`src/rtl/xte_pkg.sv`:
```
package xte_pkg;

  localparam int unsigned MaxSeq = 6;

  // ascii codes used in the escape sequences
  localparam logic [7:0] CH_QUOT = 8'h22;
  localparam logic [7:0] CH_AMP  = 8'h26;
  localparam logic [7:0] CH_LT   = 8'h3C;
  localparam logic [7:0] CH_GT   = 8'h3E;
  localparam logic [7:0] CH_SEMI = 8'h3B;
  localparam logic [7:0] CH_A    = 8'h61;
  localparam logic [7:0] CH_G    = 8'h67;
  localparam logic [7:0] CH_L    = 8'h6C;
  localparam logic [7:0] CH_M    = 8'h6D;
  localparam logic [7:0] CH_O    = 8'h6F;
  localparam logic [7:0] CH_P    = 8'h70;
  localparam logic [7:0] CH_Q    = 8'h71;
  localparam logic [7:0] CH_T    = 8'h74;
  localparam logic [7:0] CH_U    = 8'h75;

  localparam logic [7:0] CH_TAB  = 8'h09;
  localparam logic [7:0] CH_LF   = 8'h0A;
  localparam logic [7:0] CH_CR   = 8'h0D;
  localparam logic [7:0] C0_LOW  = 8'h00;
  localparam logic [7:0] C0_HIGH = 8'h1F;

  // utf-8 of U+FFFD and the noncharacter tails
  localparam logic [7:0] UTF_EF = 8'hEF;
  localparam logic [7:0] UTF_BF = 8'hBF;
  localparam logic [7:0] UTF_BE = 8'hBE;
  localparam logic [7:0] UTF_BD = 8'hBD;

  typedef logic [2:0] xte_len_t;
  typedef logic [$clog2(MaxSeq)-1:0] xte_idx_t;

  // one input byte expanded into its output run
  typedef struct packed {
    logic [MaxSeq-1:0][7:0] bytes;
    xte_len_t               len;
    logic                   last;
  } xte_item_t;

endpackage

```
`src/rtl/xte_encoder.sv`:
```
module xte_encoder (
  input  logic [7:0]        raw_byte,
  input  logic [7:0]        hist_prev,
  input  logic [7:0]        hist_prev_prev,
  input  logic              str_last,
  output xte_pkg::xte_item_t item
);
  import xte_pkg::*;

  always_comb begin
    item       = '0;
    item.last  = str_last;
    item.len   = 3'd1;
    item.bytes[0] = raw_byte;
    case (raw_byte) inside
      CH_TAB, CH_LF, CH_CR: begin
        item.len = 3'd1;
      end
      [C0_LOW:C0_HIGH]: begin
        item.len      = 3'd3;
        item.bytes[0] = UTF_EF;
        item.bytes[1] = UTF_BF;
        item.bytes[2] = UTF_BD;
      end
      CH_QUOT: begin
        item.len      = 3'd6;
        item.bytes[0] = CH_AMP;
        item.bytes[1] = CH_Q;
        item.bytes[2] = CH_U;
        item.bytes[3] = CH_O;
        item.bytes[4] = CH_T;
        item.bytes[5] = CH_SEMI;
      end
      CH_AMP: begin
        item.len      = 3'd5;
        item.bytes[0] = CH_AMP;
        item.bytes[1] = CH_A;
        item.bytes[2] = CH_M;
        item.bytes[3] = CH_P;
        item.bytes[4] = CH_SEMI;
      end
      CH_LT: begin
        item.len      = 3'd4;
        item.bytes[0] = CH_AMP;
        item.bytes[1] = CH_L;
        item.bytes[2] = CH_T;
        item.bytes[3] = CH_SEMI;
      end
      CH_GT: begin
        item.len      = 3'd4;
        item.bytes[0] = CH_AMP;
        item.bytes[1] = CH_G;
        item.bytes[2] = CH_T;
        item.bytes[3] = CH_SEMI;
      end
      UTF_BE, UTF_BF: begin
        // U+FFFE / U+FFFF tail folds into U+FFFD
        if (hist_prev_prev == UTF_EF && hist_prev == UTF_BF) begin
          item.bytes[0] = UTF_BD;
        end
      end
      default: begin
        item.len = 3'd1;
      end
    endcase
  end

endmodule

```
`src/rtl/xte_emitter.sv`:
```
module xte_emitter (
  input  logic               clk,
  input  logic               rst_n,
  input  logic               ld_valid,
  input  xte_pkg::xte_item_t ld_item,
  output logic               ld_ready,
  output logic               out_tvalid,
  input  logic               out_tready,
  output logic [7:0]         out_tdata,  // out_byte
  output logic               out_tlast,  // run_last
  output logic               out_tuser   // string_end
);
  import xte_pkg::*;

  logic      hold_valid_r, hold_valid_nxt;
  xte_item_t hold_r, hold_nxt;
  xte_idx_t  idx_r, idx_nxt;
  logic      final_beat;
  logic      take;

  assign final_beat = ({1'b0, idx_r} + 4'd1) == {1'b0, hold_r.len};
  assign take       = hold_valid_r && out_tready;
  assign ld_ready   = !hold_valid_r || (out_tready && final_beat);

  assign out_tvalid = hold_valid_r;
  assign out_tdata  = hold_r.bytes[idx_r];
  assign out_tlast  = final_beat;
  assign out_tuser  = final_beat && hold_r.last;

  always_comb begin
    hold_valid_nxt = hold_valid_r;
    hold_nxt       = hold_r;
    idx_nxt        = idx_r;
    if (take && !final_beat) begin
      idx_nxt = idx_r + 1'b1;
    end else if (take) begin
      hold_valid_nxt = 1'b0;
    end
    // new run loads when the current one ends or the holder is empty
    if (ld_valid && ld_ready) begin
      hold_valid_nxt = 1'b1;
      hold_nxt       = ld_item;
      idx_nxt        = '0;
    end
  end

  always_ff @(posedge clk) begin
    if (!rst_n) begin
      hold_valid_r <= 1'b0;
      idx_r        <= '0;
    end else begin
      hold_valid_r <= hold_valid_nxt;
      idx_r        <= idx_nxt;
    end
    hold_r <= hold_nxt;
  end

endmodule

```
`src/rtl/xml_text_escaper.sv`:
```
// xml text escaper
//
// in_*  : raw utf-8 text, one byte per beat. in_tuser marks the first byte of a
//         string and clears the two-byte history; in_tlast marks its last byte.
// out_* : escaped text, one byte per beat. out_tlast closes the run of bytes
//         produced by one input byte; out_tuser is set on the final byte of
//         the whole string.
// an input byte expands to one to six output beats (&quot; is the longest).
// an input beat passes first through the input register, where the byte is
// classified against the history, and then through the run holder that
// drives the output port. plain bytes stream at one per cycle while out_tready
// is high; an escape holds the input until the run holder has stepped through
// its output bytes, one byte per cycle while out_tready is high. the input
// register takes a new beat while a run still waits.
// a stall on out_tready freezes the output beat and, once the input register
// is full, drops in_tready. synchronous reset empties both stages and clears
// the history to zero.
module xml_text_escaper (
  input  logic       clk,
  input  logic       rst_n,
  input  logic       in_tvalid,
  output logic       in_tready,
  input  logic [7:0] in_tdata,   // in_byte
  input  logic       in_tuser,   // string_start
  input  logic       in_tlast,   // string_last
  output logic       out_tvalid,
  input  logic       out_tready,
  output logic [7:0] out_tdata,  // out_byte
  output logic       out_tlast,  // run_last
  output logic       out_tuser   // string_end
);
  import xte_pkg::*;

  logic       a_valid_r, a_valid_nxt;
  logic [7:0] a_byte_r, a_byte_nxt;
  logic       a_start_r, a_start_nxt;
  logic       a_last_r, a_last_nxt;
  logic [7:0] prev_r, prev_nxt;
  logic [7:0] prev_prev_r, prev_prev_nxt;
  logic [7:0] eff_prev;
  logic [7:0] eff_prev_prev;
  logic       ld_ready;
  logic       a_move;
  xte_item_t  enc_item;

  // a string start sees a cleared history
  assign eff_prev      = a_start_r ? 8'h00 : prev_r;
  assign eff_prev_prev = a_start_r ? 8'h00 : prev_prev_r;

  assign a_move    = a_valid_r && ld_ready;
  assign in_tready = !a_valid_r || ld_ready;

  always_comb begin
    a_valid_nxt   = a_valid_r;
    a_byte_nxt    = a_byte_r;
    a_start_nxt   = a_start_r;
    a_last_nxt    = a_last_r;
    prev_nxt      = prev_r;
    prev_prev_nxt = prev_prev_r;
    if (a_move) begin
      a_valid_nxt   = 1'b0;
      prev_prev_nxt = eff_prev;
      prev_nxt      = a_byte_r;
    end
    if (in_tvalid && in_tready) begin
      a_valid_nxt = 1'b1;
      a_byte_nxt  = in_tdata;
      a_start_nxt = in_tuser;
      a_last_nxt  = in_tlast;
    end
  end

  always_ff @(posedge clk) begin
    if (!rst_n) begin
      a_valid_r   <= 1'b0;
      prev_r      <= 8'h00;
      prev_prev_r <= 8'h00;
    end else begin
      a_valid_r   <= a_valid_nxt;
      prev_r      <= prev_nxt;
      prev_prev_r <= prev_prev_nxt;
    end
    a_byte_r  <= a_byte_nxt;
    a_start_r <= a_start_nxt;
    a_last_r  <= a_last_nxt;
  end

  xte_encoder u_encoder (
    .raw_byte       (a_byte_r),
    .hist_prev      (eff_prev),
    .hist_prev_prev (eff_prev_prev),
    .str_last       (a_last_r),
    .item           (enc_item)
  );

  xte_emitter u_emitter (
    .clk        (clk),
    .rst_n      (rst_n),
    .ld_valid   (a_valid_r),
    .ld_item    (enc_item),
    .ld_ready   (ld_ready),
    .out_tvalid (out_tvalid),
    .out_tready (out_tready),
    .out_tdata  (out_tdata),
    .out_tlast  (out_tlast),
    .out_tuser  (out_tuser)
  );

endmodule
```
`config.mk`:
```
export PLATFORM = sky130hd
export DESIGN_NAME = xml_text_escaper
export DESIGN_NICKNAME = d
export VERILOG_FILES = /design/src/rtl/xte_pkg.sv /design/src/rtl/xte_encoder.sv /design/src/rtl/xte_emitter.sv /design/src/rtl/xml_text_escaper.sv
export SDC_FILE = /design/constraint.sdc
export NUM_CORES = 1
export LEC_CHECK = 0
export ABC_AREA = 1
export BUFFER_PORTS_ARGS = -buffer_cell sky130_fd_sc_hd__buf_2
export CAP_MARGIN = 25
export CORE_UTILIZATION = 28
export CTS_BUF_LIST = sky130_fd_sc_hd__clkbuf_4 sky130_fd_sc_hd__clkbuf_8
export CTS_CLUSTER_SIZE = 14
export DETAILED_ROUTE_END_ITERATION = 8
export GPL_ROUTABILITY_DRIVEN = 0
export PLACE_DENSITY_LB_ADDON = 0.08
export RECOVER_POWER = 50
export SLEW_MARGIN = 20
export SYNTH_ARGS = -nofsm -noshare
export SYNTH_HDL_FRONTEND = slang
export SYNTH_SLANG_ARGS = --single-unit
```
`constraint.sdc`:
```
create_clock -name clk -period 2.1 [get_ports clk]
set_input_delay 0.105 -clock clk [delete_from_list [all_inputs] [get_ports clk]]
set_output_delay 0.105 -clock clk [all_outputs]
set_load 0.02 [all_outputs]
```
==> results by group, run 1 <==
Run status
  – Status: completed

Setup path
  – Crit-path leading delay family: buffers and inverters
  – CP arrival: 1.84 ns
  – R2R Setup Slk: 0.21 ns
  – Crit-path cells: buf_4 > inv_2 > clkbuf_2 > nand2_1 > a221o_1 > nand2_1 > buf_2
  – Crit path buffers/inverters: 4
  – CP max FO: 17
  – Type of destination of the critical path: output port
  – Slowest cell on the critical path: a221o_1
  – Crit path kind: reg2out
  – Most used cell, CP: nand2_1
  – Crit path required time: 2.00 ns
  – CP peak stage delay: 0.36 ns
  – Worst Setup Start Kind: register

Placement
  – I/O Buffers: 25
  – Dpl hpwl: 4770 um

Clock tree
  – Clock root buffer: clkbuf_8
  – Clk slew on worst S/H paths: 0.07 ns
  – Clock buffer depth: 2
  – Worst-Skew Late Latency: 0.32 ns
  – Max H-tree Level: 3
  – Post-CTS sizing: 0
  – Total CTS buffers: 9
  – Clock Sinks: 57
  – CTS tree: done

Floorplan
  – # rows: 35
  – DIE AREA: 0.0102 sq mm
  – Core footprint: 0.00937 sq mm
  – Die Height: 101 um
  – Num ports: 26
  – Die W: 101 um
  – Effective utilization at floorplan: 29.2%

Synthesis
  – Post-synthesis cell area: 0.00274 sq mm
  – Unique masters post-synth: 31
  – Register bit total from synthesis: 57
  – Syn Nets: 337
  – Synth Area per Inst: 8.50 sq um
  – Sequential element share of the synthesized area: 54.9%
  – Post-Synthesis Cells: 322
  – Warnings from Yosys: 0

Cells and area
  – Most frequent cells in the layout: 87 x nand2_1, 36 x edfxtp_1, 35 x nor2_1
  – Fillcell total: 1034
  – Antenna Cells: 0
  – Area growth, synth to finish: 21.1%
  – Commonest non-fill, non-tap cell in the layout: nand2_1
  – Share of cells above drive strength 1: 14.8%
  – Layout Nets: 381

Detailed routing
  – Drc violations: 0
  – DR pass1 iterations: 4
  – Routed wire length: 6450 um
  – DR vias: 2207
  – Iteration-0 DRC Markers: 93
  – Antenna viol nets, final: 0
  – Wire per inst: 12.9 um
  – Vias per std cell: 4.41

Global routing
  – GRT Total Usage: 14.1%
  – Vias in the first global route: 2178
  – First-pass GRT wire length: 10900 um
  – Congestion Overflow GR: 0
  – Initial antenna violation count: 0
  – Largest net degree at the start of global routing: 30

Timing
  – Setup TNS: 0 ns
  – Upper clock frequency limit: 515 MHz
  – Final Setup Violations: 0
  – Actual slew at the worst max-slew pin: 0.446 ns
  – RSZ-0062 raised after global routing: false
  – Tcrit/Tclk final: 92.5%
  – Clock Skews: 0.00887 ns
  – Relative slew slack: 70.1%
  – Final Hold Fails: 0
  – Max Slew Vio Count: 0
  – Min Hold Slack: 0.0541 ns
  – Clock period minus worst slack: 1.94 ns

Pwr
  – Peak supply drop: 0.336 mV
  – LEAKAGE: 1.43 nW
  – P per Cell Area: 812 mW/mm^2

Worst hold path
  – HP Class: in2reg

Run
  – Max Cap Violations: 0
[worst reg2reg max path, delay by kind of cell, from the launching register on]
kind          cells  cell delay, ns
buf+inv           1            0.34
flops             1            0.58
simple gates      9            0.87
[sequential cells by signal, summed over array words and instances, names as in the netlist]
name and cells:
u_emitter.hold_r 26, a_last_r 1, prev_prev_r 8, prev_r 8
u_emitter.out_tvalid 1, a_start_r 1, u_emitter.idx_r 3, a_valid_r 1
a_byte_r 8
[cells in the mapped netlist (all sizes together)]
library cell | instances | area share, %
nand4 | 6 | 1.4
nor4 | 2 | 0.46
nand3 | 32 | 6.0
xnor2 | 1 | 0.32
ha | 1 | 0.46
clkbuf | 5 | 0.69
or2 | 1 | 0.23
o21ai | 9 | 1.6
inv | 35 | 5.1
nor3 | 4 | 0.73
dfxtp | 21 | 15
a221o | 1 | 0.37
a21oi | 29 | 5.9
nor3b | 1 | 0.27
nand2 | 91 | 13
a211o | 2 | 0.64
clkinv | 1 | 0.14
edfxtp | 36 | 40
o22ai | 1 | 0.23
nor2 | 36 | 5.2
buf | 7 | 2.6
[repair_timing]
item,in CTS,in global routing
setup buffers,0,0
hold buffers,10,0
hold endpoints to repair,10,0
[report_power, final]
part	switching, mW	leakage (nW)	internal [mW]	total, mW
clock	0.431	0.106	0.656	1.09
sequential	0.0423	0.511	1.27	1.31
combinational	0.184	0.816	0.110	0.294
total	0.657	1.43	2.03	2.69
[metrics by stage]
step                setup slack, ns  instances  util (%)  area [sq um]  total power [mW]
floorplan                   0.00417        322         -          2740              1.53
global placement              0.273        474      32.4          3040              1.63
detailed placement            0.246        474      32.4          3040              1.63
CTS                           0.227        500      35.7          3350              2.74
global route                 0.0224        500      35.4          3310              2.84
finish                        0.157        500      35.4          3310              2.69
[kinds of logic after synthesis]
family / after synthesis / share of synthesized area (%)
simple gates: 173 / 27.2
flops: 57 / 54.9
buf+inv: 48 / 8.46
compound gates: 42 / 8.73
xor+xnor: 1 / 0.320
fa+ha+maj: 1 / 0.457
[layout make-up]
type                            count  area (sq um)  share of cell area [%]
Clock buffer                        9           124                    3.74
Timing Repair Buffer               45           298                    8.98
Tap cell                          129           161                    4.87
Clock inverter                      7          85.1                    2.57
Inverter                           36           146                    4.42
Sequential cell                    57          1500                    45.3
Multi-Input combinational cell    217           998                    30.1
[metal layers]
layer  GRT usage [%]  wire length (um)
met5               0                 0
met1            18.6              3190
met4            4.01                29
met2            22.6              3060
met3            4.02               163
[final timing paths]
check	startpoint	cells past startpoint	endpoint
setup / recovery	u_emitter.idx_r[0]	7	out_tdata[4]
hold / removal	in_tvalid	3	a_valid_r
setup reg to reg	u_emitter.idx_r[2]	10	prev_r[3]
hold reg to reg	a_last_r	0	u_emitter.hold_r[0]
Power figures use the tool's default switching activity.
==> run 2: changes to the inputs <==
--- a/config.mk
+++ b/config.mk
@@ -5,7 +5,6 @@
 export SDC_FILE = /design/constraint.sdc
 export NUM_CORES = 1
 export LEC_CHECK = 0
-export ABC_AREA = 1
 export BUFFER_PORTS_ARGS = -buffer_cell sky130_fd_sc_hd__buf_2
 export CAP_MARGIN = 25
 export CORE_UTILIZATION = 28
==> results by group, run 2 <==
Run status
  – Status: completed

Setup path
  – CP peak stage delay: 0.35 ns (about the same)
  – Capturing point of the worst reg2reg path: u_emitter.hold_r[0]
  – R2R Setup Slk: 0.05 ns (-0.16 ns)
  – CP max FO: 21 (+4)
  – Crit path kind: reg2reg
  – Worst reg2reg startpoint: u_emitter.idx_r[0]
  – Crit-path cells: ha_4 > xor2_4 > nand3b_1 > o31ai_4 > buf_6
  – Slowest cell on the critical path: dfxtp_2
  – CP arrival: 2.06 ns (+0.22 ns)
  – Worst Setup EP: u_emitter.hold_r[0]
  – Worst setup path startpoint: u_emitter.idx_r[0]
  – Type of destination of the critical path: register
  – Crit path required time: 2.11 ns (+0.11 ns)
  – Worst Setup Start Kind: register
  – FF-to-FF path depth: 5 (-5)

Pwr
  – LEAKAGE: 1.34 nW (-6.3%)
  – Clock share of power: 38.3% (-2.1 points)
  – Peak supply drop: 0.349 mV (+4.1%)
  – Combinational Power Share: 12.4% (+1.5 points)
  – Sequential power share: 49.3% (+0.6 points)
  – P per Cell Area: 749 mW/mm^2 (-7.8%)
  – Pint: 1.98 mW (-2.4%)
  – Switch share: 24.4% (-0.071 points)
  – Psw: 0.639 mW (-2.8%)
  – Total power: 2.62 mW (-2.5%)

Synthesis
  – Synth area leaders: edfxtp_1 39%, dfxtp_1 15%, mux2i_1 6.6%
  – Number of synthesized flops with an enable pin: 36 (unchanged)
  – Yosys top cell area share: 39.5% (-0.054 points)
  – Most frequent cell after synthesis: nand2_1
  – Asr flop ratio synth: 0% (unchanged)
  – Synth Area in XOR/XNOR: 1.55% (+1.2 points)
  – Post-Synthesis Cells: 249 (-23%)
  – Main combinational cell family by area after synthesis: simple AND/OR/NAND/NOR gates
  – Warnings from Yosys: 0 (unchanged)
  – Post-synth top flop: edfxtp_1
  – Unique masters post-synth: 45 (+45%)
  – Syn Nets: 264 (-22%)
  – Register bit total from synthesis: 57 (unchanged)
  – Synth Area per Inst: 11.0 sq um (+29%)
  – Top cells by count, synth: 39 x nand2_1, 36 x edfxtp_1, 21 x dfxtp_1
  – Post-synthesis cell area: 0.00274 sq mm (+0.14%)
  – Sequential element share of the synthesized area: 54.8% (-0.075 points)
  – Post-synthesis mux area share: 10.3% (+10 points)
  – Synth Area in Compound Gates: 9.36% (+0.63 points)
  – Synth area leader: edfxtp_1
  – Adder-cell share of the synthesized area: 0.457% (-0.00063 points)
  – Simple-gate portion of the synthesized area: 19.5% (-7.6 points)

Timing
  – RSZ-0062 raised after global routing: false
  – Final Hold Fails: 0 (unchanged)
  – Final Setup Violations: 0 (unchanged)
  – Clock Skews: 0.0100 ns (+0.00116 ns)
  – Tcrit/Tclk final: 97.7% (+5.2 points)
  – Setup TNS: 0 ns (unchanged)
  – Relative slew slack: 58.5% (-12 points)
  – Max Slew Vio Count: 0 (unchanged)
  – Min Hold Slack: 0.221 ns (+0.167 ns)
  – Actual slew at the worst max-slew pin: 0.622 ns (+0.176 ns)
  – Clock period minus worst slack: 2.05 ns (+0.109 ns)
  – Upper clock frequency limit: 487 MHz (-5.3%)

Global routing
  – First-pass GRT wire length: 10300 um (-5.3%)
  – Largest net degree at the start of global routing: 43 (+43%)
  – Congestion Overflow GR: 0 (unchanged)
  – GRT Total Usage: 13.6% (-0.55 points)
  – Vias in the first global route: 1986 (-8.8%)
  – Initial antenna violation count: 0 (unchanged)

Floorplan
  – Effective utilization at floorplan: 29.2% (+0.040 points)
  – DIE AREA: 0.0102 sq mm (+0.14%)
  – Die W: 101 um (about the same)
  – Core footprint: 0.00937 sq mm (unchanged)
  – Num ports: 26 (unchanged)
  – Die Height: 101 um (about the same)
  – # rows: 35 (unchanged)

Cells and area
  – Layout Nets: 321 (-16%)
  – Max reg flops: 26 (unchanged)
  – Share of cells above drive strength 1: 23.9% (+9.0 points)
  – Commonest non-fill, non-tap cell in the layout: nand2_1
  – Design Area, Final: 0.00350 sq mm (+5.7%)
  – Most frequent cells in the layout: 39 x nand2_1, 36 x edfxtp_1, 22 x buf_2
  – Largest Register: u_emitter.hold_r
  – Antenna Cells: 0 (unchanged)
  – Area growth, synth to finish: 27.9%

Detailed routing
  – Drc violations: 0 (unchanged)
  – Antenna viol nets, final: 0 (unchanged)
  – Vias per std cell: 4.57 (+3.5%)
  – Iteration-0 DRC Markers: 77 (-17%)
  – DR vias: 2006 (-9.1%)
  – Wire per inst: 15.1 um (+17%)
  – DR pass1 iterations: 4 (unchanged)
  – Routed wire length: 6640 um (+2.9%)

Clock tree
  – Total CTS buffers: 9 (unchanged)
  – CTS tree: done
  – Clock buffer depth: 2 (unchanged)
  – Clock Sinks: 57 (unchanged)
  – Clock root buffer: clkbuf_8
  – Max H-tree Level: 3 (unchanged)
  – Clk slew on worst S/H paths: 0.07 ns (about the same)
  – Worst-Skew Late Latency: 0.33 ns (about the same)

Placement
  – Area after DPL: 0.00313 sq mm (+2.9%)
  – Dpl hpwl: 4190 um (-12%)
  – I/O Buffers: 25 (unchanged)

Run
  – Max Cap Violations: 0 (unchanged)

Worst hold path
  – Min-delay src: out_tready
  – HP Class: in2reg
  – Hold path depth: 4 (+1)
-- run 2: cell types whose count changed after synthesis, moves of 4 or more --
| cell | previous run | this run |
|---|---|---|
| a21oi_1 | 25 | 10 |
| inv_1 | 33 | 10 |
| mux2i_1 | 0 | 18 |
| nand2b_1 | 0 | 5 |
| o21ai_0 | 9 | 14 |
| nor2b_1 | 0 | 8 |
| nand2_1 | 87 | 39 |
| clkbuf_1 | 5 | 9 |
| nand3_1 | 31 | 8 |
| nand3b_1 | 0 | 10 |
| nor2_1 | 35 | 8 |
| nand2_2 | 4 | 0 |
-- run 2: worst min path at each step --
stage | slack, ns | to
finish | 0.22 | u_emitter.idx_r[2]
CTS | 0.20 | u_emitter.idx_r[2]
detailed placement | 0.28 | a_last_r
global placement | 0.28 | a_byte_r[0]
floorplan | 0.20 | a_byte_r[0]
global route | 0.24 | u_emitter.idx_r[2]
-- run 2: power by group through the flow --
stage	Combinational [mW]	Sequential [mW]	Clock, mW
after floorplan	0.185	1.31	0
after global placement	0.284	1.32	0
after detailed placement	0.286	1.32	0
after CTS	0.305	1.29	1.03
after global routing	0.354	1.30	1.08
final	0.324	1.29	1.00
-- run 2: worst max-delay path, delay by kind of cell (launching register included) --
kind | cells | cell delay, ns
AO/OA/AOI/OAI | 1 | 0.35
adder cells (fa/ha/maj) | 1 | 0.27
buffers and inverters | 1 | 0.32
AND/OR/NAND/NOR | 1 | 0.23
XOR/XNOR | 1 | 0.21
flip-flops | 1 | 0.35
-- run 2: per-layer routing --
metal / wire, um / track usage [%]
met5: 0 / 0
met4: 76 / 4.68
met3: 180 / 3.54
met2: 3000 / 21.3
met1: 3390 / 18.1
-- run 2: per-stage QoR --
stage	std cells	setup WS (ns)	util (%)
after detailed placement	409	0.0913	33.4
after CTS	435	0.0366	36.7
after global placement	409	0.0967	33.4
final	439	0.0476	37.4
after global routing	439	0.000853	37.4
after floorplan	249	0.131	-
-- run 2: kinds of logic after synthesis --
| family | Yosys count |
|---|---|
| mux | 24 |
| fa+ha+maj | 1 |
| simple gates | 101 |
| flops | 57 |
| xor+xnor | 3 |
| compound gates | 41 |
| buf+inv | 22 |
-- run 2: final cells by class --
cell class / instances / area [sq um]
well taps: 129 / 161
flip-flops and latches: 57 / 1500
fillers: 967 / 5870
multi-input cells: 170 / 1180
repair buffers: 58 / 438
inverters: 10 / 37.5
clock inverters: 4 / 43.8
clock buffers: 11 / 145
-- run 2: what timing repair did --
action / CTS / global route
cloned: 0 / 2
setup endpoints to repair: 2 / 5
hold endpoints to repair: 11 / 0
setup buffers: 0 / 2
gates resized for setup: 2 / 7
hold buffers: 11 / 0
pin swaps: 0 / 2
==> run 3: changes to the inputs <==
--- a/config.mk
+++ b/config.mk
@@ -5,13 +5,14 @@
 export SDC_FILE = /design/constraint.sdc
 export NUM_CORES = 1
 export LEC_CHECK = 0
-export BUFFER_PORTS_ARGS = -buffer_cell sky130_fd_sc_hd__buf_2
+export BUFFER_PORTS_ARGS = -buffer_cell sky130_fd_sc_hd__clkbuf_2
 export CAP_MARGIN = 25
 export CORE_UTILIZATION = 28
 export CTS_BUF_LIST = sky130_fd_sc_hd__clkbuf_4 sky130_fd_sc_hd__clkbuf_8
 export CTS_CLUSTER_SIZE = 14
 export DETAILED_ROUTE_END_ITERATION = 8
 export GPL_ROUTABILITY_DRIVEN = 0
+export MAX_ROUTING_LAYER = met4
 export PLACE_DENSITY_LB_ADDON = 0.08
 export RECOVER_POWER = 50
 export SLEW_MARGIN = 20
==> results by group, run 3 (same netlist as run 2, synthesis figures left out) <==
Clock tree
  – Clock root buffer: clkbuf_8
  – Clock buffer depth: 2 (unchanged)
  – Max H-tree Level: 3 (unchanged)
  – # Post-CTS Setup Buffers: 0 (unchanged)
  – Clk slew on worst S/H paths: 0.06 ns (about the same)
  – CTS tree: done
  – Total CTS buffers: 9 (unchanged)
  – Clock Sinks: 57 (unchanged)
  – Worst-Skew Late Latency: 0.33 ns (about the same)

Detailed routing
  – Iteration-0 DRC Markers: 52 (-32%)
  – DR vias: 1980 (-1.3%)
  – Drc violations: 0 (unchanged)
  – M1 wire length: 3190 um (-5.8%)
  – Vias per std cell: 4.55 (-0.39%)
  – Routed wire length: 6200 um (-6.6%)
  – Highest routed layer: met4
  – DR pass1 iterations: 4 (unchanged)
  – Met2 Routed Length: 2760 um (-7.8%)
  – Wire per inst: 14.3 um (-5.8%)
  – DR WL met3: 145 um (-19%)
  – Antenna viol nets, final: 0 (unchanged)

Pwr
  – Switch share: 24.0% (-0.31 points)
  – P per Cell Area: 753 mW/mm^2 (+0.60%)
  – Combinational Power Share: 11.7% (-0.7 points)
  – Sequential power share: 49.8% (+0.5 points)
  – LEAKAGE: 1.32 nW (-1.3%)
  – Peak supply drop: 0.338 mV (-3.4%)
  – Pint: 1.97 mW (-0.58%)
  – Psw: 0.625 mW (-2.2%)
  – Total power: 2.60 mW (-0.98%)
  – Clock share of power: 38.6% (+0.3 points)

Placement
  – I/O Buffers: 25 (unchanged)
  – Worst slack, placed: 0.0642 ns (-0.0271 ns)
  – Dpl hpwl: 4210 um (+0.37%)

Floorplan
  – Num ports: 26 (unchanged)
  – DIE AREA: 0.0102 sq mm (unchanged)
  – Core footprint: 0.00937 sq mm (unchanged)
  – # rows: 35 (unchanged)
  – Die W: 101 um (unchanged)
  – Die Height: 101 um (unchanged)
  – Effective utilization at floorplan: 29.2% (unchanged)

Setup path
  – Worst Setup Start Kind: register
  – Type of destination of the critical path: register
  – CP arrival: 2.04 ns (-0.02 ns)
  – CP max FO: 42 (+100%)
  – Crit path required time: 2.11 ns (about the same)
  – Crit path kind: reg2reg

Timing
  – Clock Skews: 0.00934 ns (-0.000696 ns)
  – Tcrit/Tclk final: 96.7% (-1.0 points)
  – Actual slew at the worst max-slew pin: 0.588 ns (-0.0346 ns)
  – Max Slew Vio Count: 0 (unchanged)
  – Upper clock frequency limit: 492 MHz (+1.0%)
  – RSZ-0062 raised after global routing: true
  – Final Hold Fails: 0 (unchanged)
  – Relative slew slack: 60.8% (+2.3 points)
  – Setup slack after layout: 0.0689 ns (+0.0213 ns)
  – Clock period minus worst slack: 2.03 ns (-0.0213 ns)
  – Final Setup Violations: 0 (unchanged)
  – Min Hold Slack: 0.232 ns (+0.0114 ns)

Cells and area
  – Max reg flops: 26 (unchanged)
  – Layout Nets: 316 (-1.6%)
  – Largest Register: u_emitter.hold_r
  – Share of cells above drive strength 1: 22.9% (-1.0 points)
  – Area growth, synth to finish: 25.9%
  – Antenna Cells: 0 (unchanged)
  – Commonest non-fill, non-tap cell in the layout: nand2_1
  – Most frequent cells in the layout: 39 x nand2_1, 36 x edfxtp_1, 22 x clkbuf_2
  – Fillcell total: 966 (-0.10%)

Run
  – Max Cap Violations: 0 (unchanged)

Global routing
  – Initial antenna violation count: 0 (unchanged)
  – Largest net degree at the start of global routing: 43 (unchanged)
  – Vias in the first global route: 1892 (-4.7%)
  – First-pass GRT wire length: 10100 um (-2.0%)
  – Congestion Overflow GR: 0 (unchanged)
  – GRT Total Usage: 13.8% (+0.20 points)

Run status
  – Status: completed

Worst hold path
  – HP Class: in2reg
[run 3: cell types whose count changed in the layout (fill, tap and decap cells not counted), moves of 2 or more]
| cell | delta |
|---|---|
| buf_2 | -22 |
| buf_4 | -2 |
| buf_6 | -2 |
| clkbuf_2 | +22 |
| clkbuf_4 | +2 |
[run 3: area by class of cell]
cell class / instances / area [sq um] / area share [%]
clock buffers: 12 / 146 / 4.24
well taps: 129 / 161 / 4.68
flip-flops and latches: 57 / 1500 / 43.5
repair buffers: 53 / 392 / 11.4
inverters: 10 / 37.5 / 1.09
clock inverters: 4 / 43.8 / 1.27
multi-input cells: 170 / 1170 / 33.8
[run 3: worst max-delay path, cell delays in order (launching register included)]
cell and delay (ns):
dfxtp_1 0.33, ha_1 0.39, xor2_4 0.23, nand3b_1 0.23, o31ai_4 0.23, buf_12 0.30
[run 3: worst paths after layout]
path	end	cells after the start	from	slack, ns
hold reg to reg	u_emitter.hold_r[0]	0	a_last_r	0.42
setup / recovery	u_emitter.hold_r[8]	5	u_emitter.idx_r[0]	0.07
hold / removal	u_emitter.idx_r[2]	4	out_tready	0.23
setup reg to reg	u_emitter.hold_r[8]	5	u_emitter.idx_r[0]	0.07
[run 3: stage by stage]
stage / TNS (ns) / cell area [sq um] / util, % / instances
after floorplan: 0 / 2740 / - / 249
after global placement: 0 / 3120 / 33.3 / 408
after detailed placement: 0 / 3120 / 33.3 / 408
after CTS: 0 / 3430 / 36.6 / 435
after global routing: -0.557 / 3450 / 36.8 / 435
final: 0 / 3450 / 36.8 / 435
[run 3: power groups by stage]
stage	Clock [mW]	Sequential, mW	Combinational (mW)
after detailed placement	0	1.32	0.285
final	1.00	1.29	0.303
after CTS	1.03	1.29	0.303
after global placement	0	1.32	0.283
after global routing	1.08	1.30	0.335
after floorplan	0	1.31	0.185
[run 3: layer usage]
metal / global-route usage (%) / vias to the layer above
met2: 20.0 / 32
met5: - / -
met3: 2.50 / 10
li1: - / 1014
met1: 18.3 / 924
met4: 7.02 / 0
[run 3: what timing repair did]
item,CTS,global route
endpoints found under the setup margin,1,2
resized for setup,2,4
pin swaps,0,1
hold endpoints to repair,11,0
hold buffers,11,0
